==> config.mk <==
export PLATFORM = sky130hd
export DESIGN_NAME = battery_soc_gauge_top
export DESIGN_NICKNAME = d
export VERILOG_FILES = /design/src/rtl/core/bsg_pkg.sv /design/src/rtl/core/bsg_front.sv /design/src/rtl/core/bsg_queue.sv /design/src/rtl/core/bsg_back.sv /design/src/rtl/core/battery_soc_gauge_top.sv
export SDC_FILE = /design/constraint.sdc
export NUM_CORES = 1
export LEC_CHECK = 0
export ABC_AREA = 1
export BUFFER_PORTS_ARGS = -buffer_cell sky130_fd_sc_hd__buf_4
export CAP_MARGIN = 20
export CORE_AREA = 2 2 248 250
export CTS_BUF_LIST = sky130_fd_sc_hd__clkbuf_4
export DETAILED_ROUTE_END_ITERATION = 12
export DIE_AREA = 0 0 250 252
export HOLD_SLACK_MARGIN = 0.06
export PLACE_DENSITY = 0.74
export SETUP_SLACK_MARGIN = 0.4
export SYNTH_ARGS = -nofsm -noshare
export SYNTH_HDL_FRONTEND = slang
export SYNTH_HIERARCHICAL = 1
export SYNTH_SLANG_ARGS = --single-unit
==> constraint.sdc <==
create_clock -name clk -period 17.55 [get_ports clk]
set_input_delay 4.3875 -clock clk [delete_from_list [all_inputs] [get_ports clk]]
set_output_delay 4.3875 -clock clk [all_outputs]
set_load 0.03 [all_outputs]
==> src/rtl/core/bsg_pkg.sv <==
package bsg_pkg;

	localparam int ADC_BITS       = 12;
	localparam int AVG_LENGTH_DEF = 20;
	localparam int TABLE_ENTRIES  = 101;
	localparam int ROM_STORED     = 101;
	localparam int ROM_IDX_W      = $clog2(ROM_STORED);
	localparam int IDX_W          = 8;
	localparam int LVL_W          = ADC_BITS + 4;
	localparam int AVG_W          = 16;
	localparam int PCT_W          = 7;
	localparam int VOLT_W         = 17;
	localparam int QUEUE_DEPTH    = 2;

	localparam longint unsigned FS16     = ((64'd1 << ADC_BITS) - 64'd1) * 64'd16;
	localparam longint unsigned ROM_DEN  = 64'd82500;
	localparam longint unsigned ROM_HALF = 64'd41250;

	localparam logic KIND_SAMPLE = 1'b0;
	localparam logic KIND_CLEAR  = 1'b1;

	localparam logic [1:0] BAND_NONE     = 2'd0;
	localparam logic [1:0] BAND_SHUTDOWN = 2'd1;
	localparam logic [1:0] BAND_LOW      = 2'd2;
	localparam logic [1:0] BAND_NORMAL   = 2'd3;

	localparam logic REG_SHUTDOWN = 1'b0;
	localparam logic REG_LOW_WARN = 1'b1;

	localparam logic [PCT_W-1:0] SHUTDOWN_RST = 7'd5;
	localparam logic [PCT_W-1:0] LOW_WARN_RST = 7'd20;

	typedef struct packed {
		logic                operation;
		logic [ADC_BITS-1:0] adc_code;
	} soc_req_t;

	typedef struct packed {
		logic             soc_valid;
		logic [PCT_W-1:0] soc_percent;
		logic [1:0]       charge_band;
		logic             low_warning;
		logic             turn_on_ok;
		logic [AVG_W-1:0] average_level;
	} soc_res_t;

	typedef struct packed {
		logic                kind;
		logic [ADC_BITS-1:0] code;
	} q_entry_t;

	typedef struct packed {
		logic     valid;
		q_entry_t entry;
	} q_push_t;

	typedef struct packed {
		logic [PCT_W-1:0] shutdown_max;
		logic [PCT_W-1:0] low_warn_max;
	} soc_cfg_t;

	typedef logic [0:ROM_STORED-1][VOLT_W-1:0] volt_rom_t;
	typedef logic [0:ROM_STORED-1][LVL_W-1:0]  level_rom_t;

	// battery volts in units of 1e-4 V, one entry per percent
	localparam volt_rom_t VOLT_ROM = '{
		17'd63900, 17'd64203, 17'd64484, 17'd64746, 17'd64990,
		17'd65221, 17'd65440, 17'd65649, 17'd65853, 17'd66050,
		17'd66240, 17'd66424, 17'd66599, 17'd66767, 17'd66925,
		17'd67074, 17'd67215, 17'd67350, 17'd67484, 17'd67620,
		17'd67758, 17'd67897, 17'd68036, 17'd68174, 17'd68312,
		17'd68450, 17'd68588, 17'd68726, 17'd68865, 17'd69002,
		17'd69139, 17'd69275, 17'd69413, 17'd69553, 17'd69696,
		17'd69842, 17'd69991, 17'd70142, 17'd70296, 17'd70451,
		17'd70608, 17'd70767, 17'd70926, 17'd71086, 17'd71248,
		17'd71410, 17'd71575, 17'd71740, 17'd71907, 17'd72076,
		17'd72246, 17'd72416, 17'd72585, 17'd72752, 17'd72916,
		17'd73076, 17'd73231, 17'd73380, 17'd73524, 17'd73664,
		17'd73800, 17'd73933, 17'd74065, 17'd74194, 17'd74324,
		17'd74453, 17'd74585, 17'd74720, 17'd74859, 17'd75003,
		17'd75155, 17'd75314, 17'd75481, 17'd75655, 17'd75834,
		17'd76018, 17'd76206, 17'd76397, 17'd76589, 17'd76782,
		17'd76974, 17'd77161, 17'd77343, 17'd77516, 17'd77680,
		17'd77832, 17'd77971, 17'd78100, 17'd78222, 17'd78339,
		17'd78456, 17'd78574, 17'd78696, 17'd78827, 17'd78968,
		17'd79122, 17'd79293, 17'd79483, 17'd79696, 17'd79934,
		17'd80200
	};

	// convert volts to ADC codes x16, rounded to nearest
	function automatic level_rom_t build_levels();
		level_rom_t      t;
		longint unsigned v;
		for (int i = 0; i < ROM_STORED; i++) begin
			v = (64'(VOLT_ROM[i]) * FS16 + ROM_HALF) / ROM_DEN;
			t[i] = v[LVL_W-1:0];
		end
		return t;
	endfunction

	localparam level_rom_t LEVEL_ROM = build_levels();

	// clamp past the table end to the last entry
	function automatic logic [LVL_W-1:0] rom_level(input logic [IDX_W-1:0] idx);
		logic [IDX_W:0] k;
		k = {1'b0, idx};
		if (k >= (IDX_W+1)'(TABLE_ENTRIES)) begin
			k = (IDX_W+1)'(TABLE_ENTRIES - 1);
		end
		if (k >= (IDX_W+1)'(ROM_STORED)) begin
			k = (IDX_W+1)'(ROM_STORED - 1);
		end
		return LEVEL_ROM[k[ROM_IDX_W-1:0]];
	endfunction

endpackage

==> src/rtl/core/bsg_front.sv <==
module bsg_front import bsg_pkg::*; (
	input  logic     clk,
	input  logic     arst_n,
	input  logic     req_valid,
	output logic     req_ready,
	input  soc_req_t req_data,
	output q_push_t  push,
	input  logic     push_ready
);

	logic     ent_valid_q;
	q_entry_t ent_q;
	logic     fire;

	assign fire      = ent_valid_q && push_ready;
	assign req_ready = !ent_valid_q || push_ready;

	always_ff @(posedge clk or negedge arst_n) begin
		if (!arst_n) begin
			ent_valid_q <= 1'b0;
		end else if (req_valid && req_ready) begin
			ent_valid_q <= 1'b1;
		end else if (fire) begin
			ent_valid_q <= 1'b0;
		end
	end

	always_ff @(posedge clk) begin
		if (req_valid && req_ready) begin
			ent_q.kind <= req_data.operation ? KIND_CLEAR : KIND_SAMPLE;
			ent_q.code <= req_data.adc_code;
		end
	end

	assign push.valid = ent_valid_q;
	assign push.entry = ent_q;

endmodule

==> src/rtl/core/bsg_queue.sv <==
module bsg_queue import bsg_pkg::*; (
	input  logic     clk,
	input  logic     arst_n,
	input  q_push_t  push,
	output logic     push_ready,
	output logic     pop_valid,
	output q_entry_t pop_entry,
	input  logic     pop
);

	localparam int PTR_W = $clog2(QUEUE_DEPTH);
	localparam int CNT_W = $clog2(QUEUE_DEPTH + 1);

	q_entry_t             slot_q [QUEUE_DEPTH];
	logic [PTR_W-1:0]     wr_ptr_q;
	logic [PTR_W-1:0]     rd_ptr_q;
	logic [CNT_W-1:0]     count_q;
	logic                 do_push;
	logic                 do_pop;

	assign push_ready = (count_q != CNT_W'(QUEUE_DEPTH));
	assign pop_valid  = (count_q != '0);
	assign pop_entry  = slot_q[rd_ptr_q];
	assign do_push    = push.valid && push_ready;
	assign do_pop     = pop && pop_valid;

	always_ff @(posedge clk or negedge arst_n) begin
		if (!arst_n) begin
			wr_ptr_q <= '0;
			rd_ptr_q <= '0;
			count_q  <= '0;
		end else begin
			if (do_push) begin
				wr_ptr_q <= (wr_ptr_q == PTR_W'(QUEUE_DEPTH - 1)) ? '0 : wr_ptr_q + 1'b1;
			end
			if (do_pop) begin
				rd_ptr_q <= (rd_ptr_q == PTR_W'(QUEUE_DEPTH - 1)) ? '0 : rd_ptr_q + 1'b1;
			end
			if (do_push && !do_pop) begin
				count_q <= count_q + 1'b1;
			end else if (do_pop && !do_push) begin
				count_q <= count_q - 1'b1;
			end
		end
	end

	always_ff @(posedge clk) begin
		if (do_push) begin
			slot_q[wr_ptr_q] <= push.entry;
		end
	end

endmodule

==> src/rtl/core/bsg_back.sv <==
module bsg_back import bsg_pkg::*; #(
	parameter int AVG_LENGTH = AVG_LENGTH_DEF
) (
	input  logic     clk,
	input  logic     arst_n,
	input  soc_cfg_t cfg,
	input  logic     pop_valid,
	input  q_entry_t pop_entry,
	output logic     pop,
	output logic     res_valid,
	input  logic     res_ready,
	output soc_res_t res_data
);

	localparam int ADDR_W = (AVG_LENGTH > 1) ? $clog2(AVG_LENGTH) : 1;
	localparam int POS_W  = $clog2(AVG_LENGTH + 1);
	localparam int SUM_W  = ADC_BITS + $clog2(AVG_LENGTH);
	localparam int DVD_W  = SUM_W + 4;
	localparam int QSHIFT = DVD_W + $clog2(AVG_LENGTH);
	localparam int RCP_W  = DVD_W + 1;
	localparam logic [RCP_W-1:0] RECIP =
		RCP_W'(((64'd1 << QSHIFT) + 64'(AVG_LENGTH) - 64'd1) / 64'(AVG_LENGTH));

	localparam logic [2:0] ST_IDLE   = 3'd0;
	localparam logic [2:0] ST_READ   = 3'd1;
	localparam logic [2:0] ST_UPDATE = 3'd2;
	localparam logic [2:0] ST_DIVIDE = 3'd3;
	localparam logic [2:0] ST_SEARCH = 3'd4;
	localparam logic [2:0] ST_EMIT   = 3'd5;

	logic [ADC_BITS-1:0] ring [AVG_LENGTH];

	logic [2:0]          state_q;
	logic [POS_W-1:0]    pos_q;
	logic [SUM_W-1:0]    sum_q;
	logic                full_q;
	logic                warn_q;
	logic [ADC_BITS-1:0] code_q;
	logic [ADC_BITS-1:0] rd_q;
	logic [DVD_W-1:0]    dvd_q;
	logic [IDX_W-1:0]    id_q;
	soc_res_t            pend_q;
	soc_res_t            res_q;
	logic                res_valid_q;

	logic [ADDR_W-1:0]       addr;
	logic [SUM_W-1:0]        sum_new;
	logic [DVD_W+RCP_W-1:0]  prod;
	logic [AVG_W-1:0]        avg;
	logic [IDX_W:0]          id_next;
	logic [LVL_W:0]          mid_sum;
	logic [LVL_W:0]          avg_x2;
	logic                    step_up;
	logic                    ring_we;
	logic                    emit;

	assign addr     = pos_q[ADDR_W-1:0];
	assign sum_new  = sum_q - (full_q ? SUM_W'(rd_q) : '0) + SUM_W'(code_q);
	assign prod     = dvd_q * RECIP;
	assign avg      = dvd_q[AVG_W-1:0];
	assign id_next  = {1'b0, id_q} + 1'b1;
	assign mid_sum  = {1'b0, rom_level(id_q)} + {1'b0, rom_level(id_next[IDX_W-1:0])};
	assign avg_x2   = {avg, 1'b0};
	assign step_up  = (id_next < (IDX_W+1)'(TABLE_ENTRIES)) && (avg_x2 >= mid_sum);
	assign ring_we  = (state_q == ST_UPDATE);
	assign emit     = (state_q == ST_EMIT) && (!res_valid_q || res_ready);
	assign pop      = (state_q == ST_IDLE) && pop_valid;

	always_ff @(posedge clk) begin
		if (ring_we) begin
			ring[addr] <= code_q;
		end
		if (state_q == ST_READ) begin
			rd_q <= ring[addr];
		end
	end

	always_ff @(posedge clk or negedge arst_n) begin
		if (!arst_n) begin
			state_q     <= ST_IDLE;
			pos_q       <= '0;
			sum_q       <= '0;
			full_q      <= 1'b0;
			warn_q      <= 1'b0;
			id_q        <= '0;
			res_valid_q <= 1'b0;
		end else begin
			if (emit) begin
				res_valid_q <= 1'b1;
			end else if (res_ready) begin
				res_valid_q <= 1'b0;
			end
			case (state_q)
				ST_IDLE: begin
					if (pop_valid) begin
						if (pop_entry.kind == KIND_CLEAR) begin
							pos_q   <= '0;
							sum_q   <= '0;
							full_q  <= 1'b0;
							state_q <= ST_EMIT;
						end else begin
							if (pos_q == POS_W'(AVG_LENGTH)) begin
								full_q <= 1'b1;
								pos_q  <= '0;
							end
							state_q <= ST_READ;
						end
					end
				end
				ST_READ: begin
					state_q <= ST_UPDATE;
				end
				ST_UPDATE: begin
					sum_q  <= sum_new;
					pos_q  <= pos_q + 1'b1;
					state_q <= full_q ? ST_DIVIDE : ST_EMIT;
				end
				ST_DIVIDE: begin
					id_q    <= '0;
					state_q <= ST_SEARCH;
				end
				ST_SEARCH: begin
					if (step_up) begin
						id_q <= id_next[IDX_W-1:0];
					end else begin
						if (id_q <= {1'b0, cfg.shutdown_max}) begin
							warn_q <= warn_q;
						end else if (id_q <= {1'b0, cfg.low_warn_max}) begin
							warn_q <= 1'b1;
						end else begin
							warn_q <= 1'b0;
						end
						state_q <= ST_EMIT;
					end
				end
				ST_EMIT: begin
					if (emit) begin
						state_q <= ST_IDLE;
					end
				end
				default: begin
					state_q <= ST_IDLE;
				end
			endcase
		end
	end

	always_ff @(posedge clk) begin
		case (state_q)
			ST_IDLE: begin
				if (pop_valid) begin
					code_q <= pop_entry.code;
					pend_q <= '0;
				end
			end
			ST_UPDATE: begin
				dvd_q <= {sum_new, 4'b0000};
				pend_q.average_level <= {code_q, 4'b0000};
			end
			ST_DIVIDE: begin
				dvd_q <= DVD_W'(prod[QSHIFT +: AVG_W]);
			end
			ST_SEARCH: begin
				if (!step_up) begin
					pend_q.soc_valid     <= 1'b1;
					pend_q.soc_percent   <= id_q[PCT_W-1:0];
					pend_q.average_level <= avg;
					pend_q.turn_on_ok    <= (avg > rom_level({1'b0, cfg.shutdown_max}));
					if (id_q <= {1'b0, cfg.shutdown_max}) begin
						pend_q.charge_band <= BAND_SHUTDOWN;
					end else if (id_q <= {1'b0, cfg.low_warn_max}) begin
						pend_q.charge_band <= BAND_LOW;
					end else begin
						pend_q.charge_band <= BAND_NORMAL;
					end
				end
			end
			default: begin
			end
		endcase
		if (emit) begin
			res_q <= {pend_q.soc_valid, pend_q.soc_percent, pend_q.charge_band, warn_q,
				pend_q.turn_on_ok, pend_q.average_level};
		end
	end

	assign res_valid = res_valid_q;
	assign res_data  = res_q;

endmodule

==> src/rtl/core/battery_soc_gauge_top.sv <==
// Battery state-of-charge gauge.
// Requests enter on req_valid/req_ready with req_data (operation, adc_code); one result
// leaves per request on res_valid/res_ready with res_data. Operation 0 adds an ADC
// sample to a ring of AVG_LENGTH samples; operation 1 empties the window.
// Results come back in request order. Thresholds sit in two registers on the APB
// port: shutdown_max_percent at 0x0, low_warn_max_percent at 0x4.
// A sample on a full window adds a divide state (ST_DIVIDE) that divides the sum by
// AVG_LENGTH (reciprocal multiply) and a linear table search of one entry per cycle
// (up to 100 steps plus the final compare). The back end handles one request at a
// time; that sequencer sets the throughput.
// An input register and a two-entry queue keep accepting requests while the back
// end is busy or a result waits; when the receiver stalls, the finished result
// holds in the output register and the back end waits before its next result.
// Reset clears the window, the warning flag and the queue, and loads the
// thresholds with 5 and 20 percent.
module battery_soc_gauge_top import bsg_pkg::*; #(
	parameter int AVG_LENGTH = AVG_LENGTH_DEF
) (
	input  logic        clk,
	input  logic        arst_n,
	input  logic        req_valid,
	output logic        req_ready,
	input  soc_req_t    req_data,
	output logic        res_valid,
	input  logic        res_ready,
	output soc_res_t    res_data,
	input  logic        psel,
	input  logic        penable,
	input  logic        pwrite,
	input  logic [2:0]  paddr,
	input  logic [31:0] pwdata,
	output logic [31:0] prdata,
	output logic        pready
);

	soc_cfg_t cfg_q;
	q_push_t  push;
	logic     push_ready;
	logic     pop_valid;
	q_entry_t pop_entry;
	logic     pop;
	logic     wr_en;

	assign pready = 1'b1;
	assign wr_en  = psel && penable && pwrite && pready;

	always_ff @(posedge clk or negedge arst_n) begin
		if (!arst_n) begin
			cfg_q.shutdown_max <= SHUTDOWN_RST;
			cfg_q.low_warn_max <= LOW_WARN_RST;
		end else if (wr_en) begin
			case (paddr[2])
				REG_SHUTDOWN: cfg_q.shutdown_max <= pwdata[PCT_W-1:0];
				REG_LOW_WARN: cfg_q.low_warn_max <= pwdata[PCT_W-1:0];
				default: begin
				end
			endcase
		end
	end

	always_comb begin
		case (paddr[2])
			REG_SHUTDOWN: prdata = {{(32-PCT_W){1'b0}}, cfg_q.shutdown_max};
			REG_LOW_WARN: prdata = {{(32-PCT_W){1'b0}}, cfg_q.low_warn_max};
			default:      prdata = '0;
		endcase
	end

	bsg_front u_front (
		.clk        (clk),
		.arst_n     (arst_n),
		.req_valid  (req_valid),
		.req_ready  (req_ready),
		.req_data   (req_data),
		.push       (push),
		.push_ready (push_ready)
	);

	bsg_queue u_queue (
		.clk        (clk),
		.arst_n     (arst_n),
		.push       (push),
		.push_ready (push_ready),
		.pop_valid  (pop_valid),
		.pop_entry  (pop_entry),
		.pop        (pop)
	);

	bsg_back #(
		.AVG_LENGTH (AVG_LENGTH)
	) u_back (
		.clk       (clk),
		.arst_n    (arst_n),
		.cfg       (cfg_q),
		.pop_valid (pop_valid),
		.pop_entry (pop_entry),
		.pop       (pop),
		.res_valid (res_valid),
		.res_ready (res_ready),
		.res_data  (res_data)
	);

endmodule
==> impl_metrics.ini <==
[synth]
synthTopCellsByArea = edfxtp_1 35%, ha_1 12%, fa_1 9.8%
seq_area_frac_synth = 0.387
synth_enable_flop_cells = 379
yosysMostFrequentCell = nand2_1
synth_ff_type = edfxtp_1
synth.largest_area_cell = edfxtp_1
synthTopCellsByCount = 716 x nand2_1, 536 x inv_1, 379 x edfxtp_1, 337 x nor2_1, 327 x ha_1
syn_inst = 3729
yosys_warnings = 6
avgSynthCellArea_um2 = 8.84
yosys.area.top_type_share = 0.345
netlist_area_um2 = 33000
synth_cell_types = 60
ys_seq_elements = 434
synthArstFlopShare = 0.127

[grt]
overflow = 0
track_usage = 0.292
grt_max_degree = 89
antenna_found_initial = 4
grt_pass1_wl_mm = 143
grt_pass1_vias = 25900

[worst_setup_path]
end_kind = output port
path_delay_family = buffers and inverters
crit_type = primary input to output port
crit_buf_inv = 3
path_max_fanout = 16
crit_path_start_kind = primary input
crit_chain = buf_4, inv_2, nand2_1, nand2_1, buf_4
cp.required_ns = 13.16
worst-endpoint-arrival_ns = 5.10
max_stage_delay_ns = 0.21
slowest_stage = inv_2

[flow_run]
maxCapViolCount = 0

[detailed_routing]
wire_per_inst_um = 19.8
drt_iter0_markers = 2617
routed_via_density = 5.80
drtAntennaViolNets = 0
post-route-drc-count = 0
drt_pre_antenna_iters = 6
routed_wl_mm = 92.9
routed-via-count = 27200

[status]
status = finished clean

[hold_path]
min_path_type = flip-flop to flip-flop

[sta]
slew_viol_final = 0
hold_viol = 0
period_needed_ns = 9.48
setup_viol = 0
finalCritPeriodShare = 0.540
fmaxAchievable_mhz = 105
fin_tns_setup_ns = 0
clock_skew_ns = 0.0559
relSlewSlack = 0.261
rsz0062_at_grt = false
tightestPinTransition_ns = 1.10

[cts]
cts_setup_buffers = 0
cts-hold-fix-buffers = 0
cts_tree = done
path_clk_slew_ns = 0.06
root_buffer = clkbuf_4
htreeDepth = 3
ctsResizeCount = 0
clock_latency_ns = 0.83
numCtsBuffers = 106
clock_sinks = 434
cts_buffer_depth = 3

[cells_and_area]
nNetsFinal = 4376
drive_above_1_share = 0.0900
fillers = 5387
area_growth_pct = 7.95

[floorplan]
coreArea_um2 = 60100
fp-row-count = 90
chipWidth_um = 250
initial_core_util = 0.548
pin_count = 118
dieHeight_um = 252
die_area_um2 = 63000

[placed_design]
io_buffers = 64
gp_congestion = 1.01
place_hpwl_mm = 67.3
state kept, by name, summed over array words and instances, names as in the netlist, 12 cells and up:
name	count
u_back/dvd_q	21
u_back/rd_q	12
u_queue/slot_q	26
u_back/pend_q	27
u_back/sum_q	17
u_back/code_q	12
cfg_q	14
u_back/ring	240
u_front/push	13
u_back/res_data	28
cell families after synthesis:
| logic type | share of synthesized area |
|---|---|
| AO/OA/AOI/OAI | 0.118 |
| XOR/XNOR | 0.00983 |
| adder cells (fa/ha/maj) | 0.222 |
| buffers and inverters | 0.0864 |
| flip-flops | 0.387 |
| other | 0.000228 |
| AND/OR/NAND/NOR | 0.176 |
layout by cell type, fill, tap and decap left out, types with 114 or more instances in the layout:
master / n
nand2_1: 716
inv_1: 535
edfxtp_1: 379
nor2_1: 331
ha_1: 327
o21ai_0: 282
nand3_1: 200
a21oi_1: 173
fa_1: 161
clkbuf_4: 150
buf_4: 114
stage by stage:
| step | instances | setup slack (ns) | hold WS (ns) | instance area, um^2 | util |
|---|---|---|---|---|---|
| floorplan | 3753 | 8.10 | 0.400 | 33100 | - |
| global placement | 4500 | 8.09 | 0.400 | 34100 | 0.568 |
| detailed placement | 4500 | 8.08 | 0.405 | 34100 | 0.568 |
| CTS | 4685 | 8.08 | 0.421 | 35500 | 0.591 |
| global route | 4696 | 8.00 | 0.427 | 35600 | 0.592 |
| finish | 4697 | 8.07 | 0.415 | 35600 | 0.592 |
worst paths after layout:
kind | startpoint | endpoint | slack [ns] | cells after the start
worst max register to register | u_back/id_q[0]$_DFFE_PN0P_ | u_back/pend_q[12]$_DFFE_PP_ | 8.70 | 39
min in group asynchronous | arst_n | u_back/id_q[4]$_DFFE_PN0P_ | 3.70 | 1
worst min register to register | u_back/pend_q[27]$_SDFFCE_PP1P_ | u_back/res_data[27]$_DFFE_PP_ | 0.42 | 0
worst min-delay path | u_back/pend_q[27]$_SDFFCE_PP1P_ | u_back/res_data[27]$_DFFE_PP_ | 0.42 | 0
worst max-delay path | paddr[2] | prdata[6] | 8.07 | 5
max in group asynchronous | arst_n | u_back/addr[0]$_DFFE_PN0P_ | 13.19 | 1
routing by layer:
layer | track usage | wire (um)
met1 | 0.402 | 38400
met2 | 0.463 | 42800
met3 | 0.0473 | 8370
met4 | 0.120 | 3310
met5 | 0 | 12
layout make-up:
cell class	instances	area (um^2)	area share
clock buffer	150	1130	0.0316
clock inverter	35	241	0.00679
sequential	434	12800	0.359
inverter	562	2110	0.0594
antenna	5	12.5	0.000352
tap	782	978	0.0275
timing repair buffer	116	882	0.0248
multi-input combinational	2613	17500	0.491
Power is left out: the tool's default activity adds up to more than one toggle a clock period on the data nets, which glitch-free logic cannot reach.
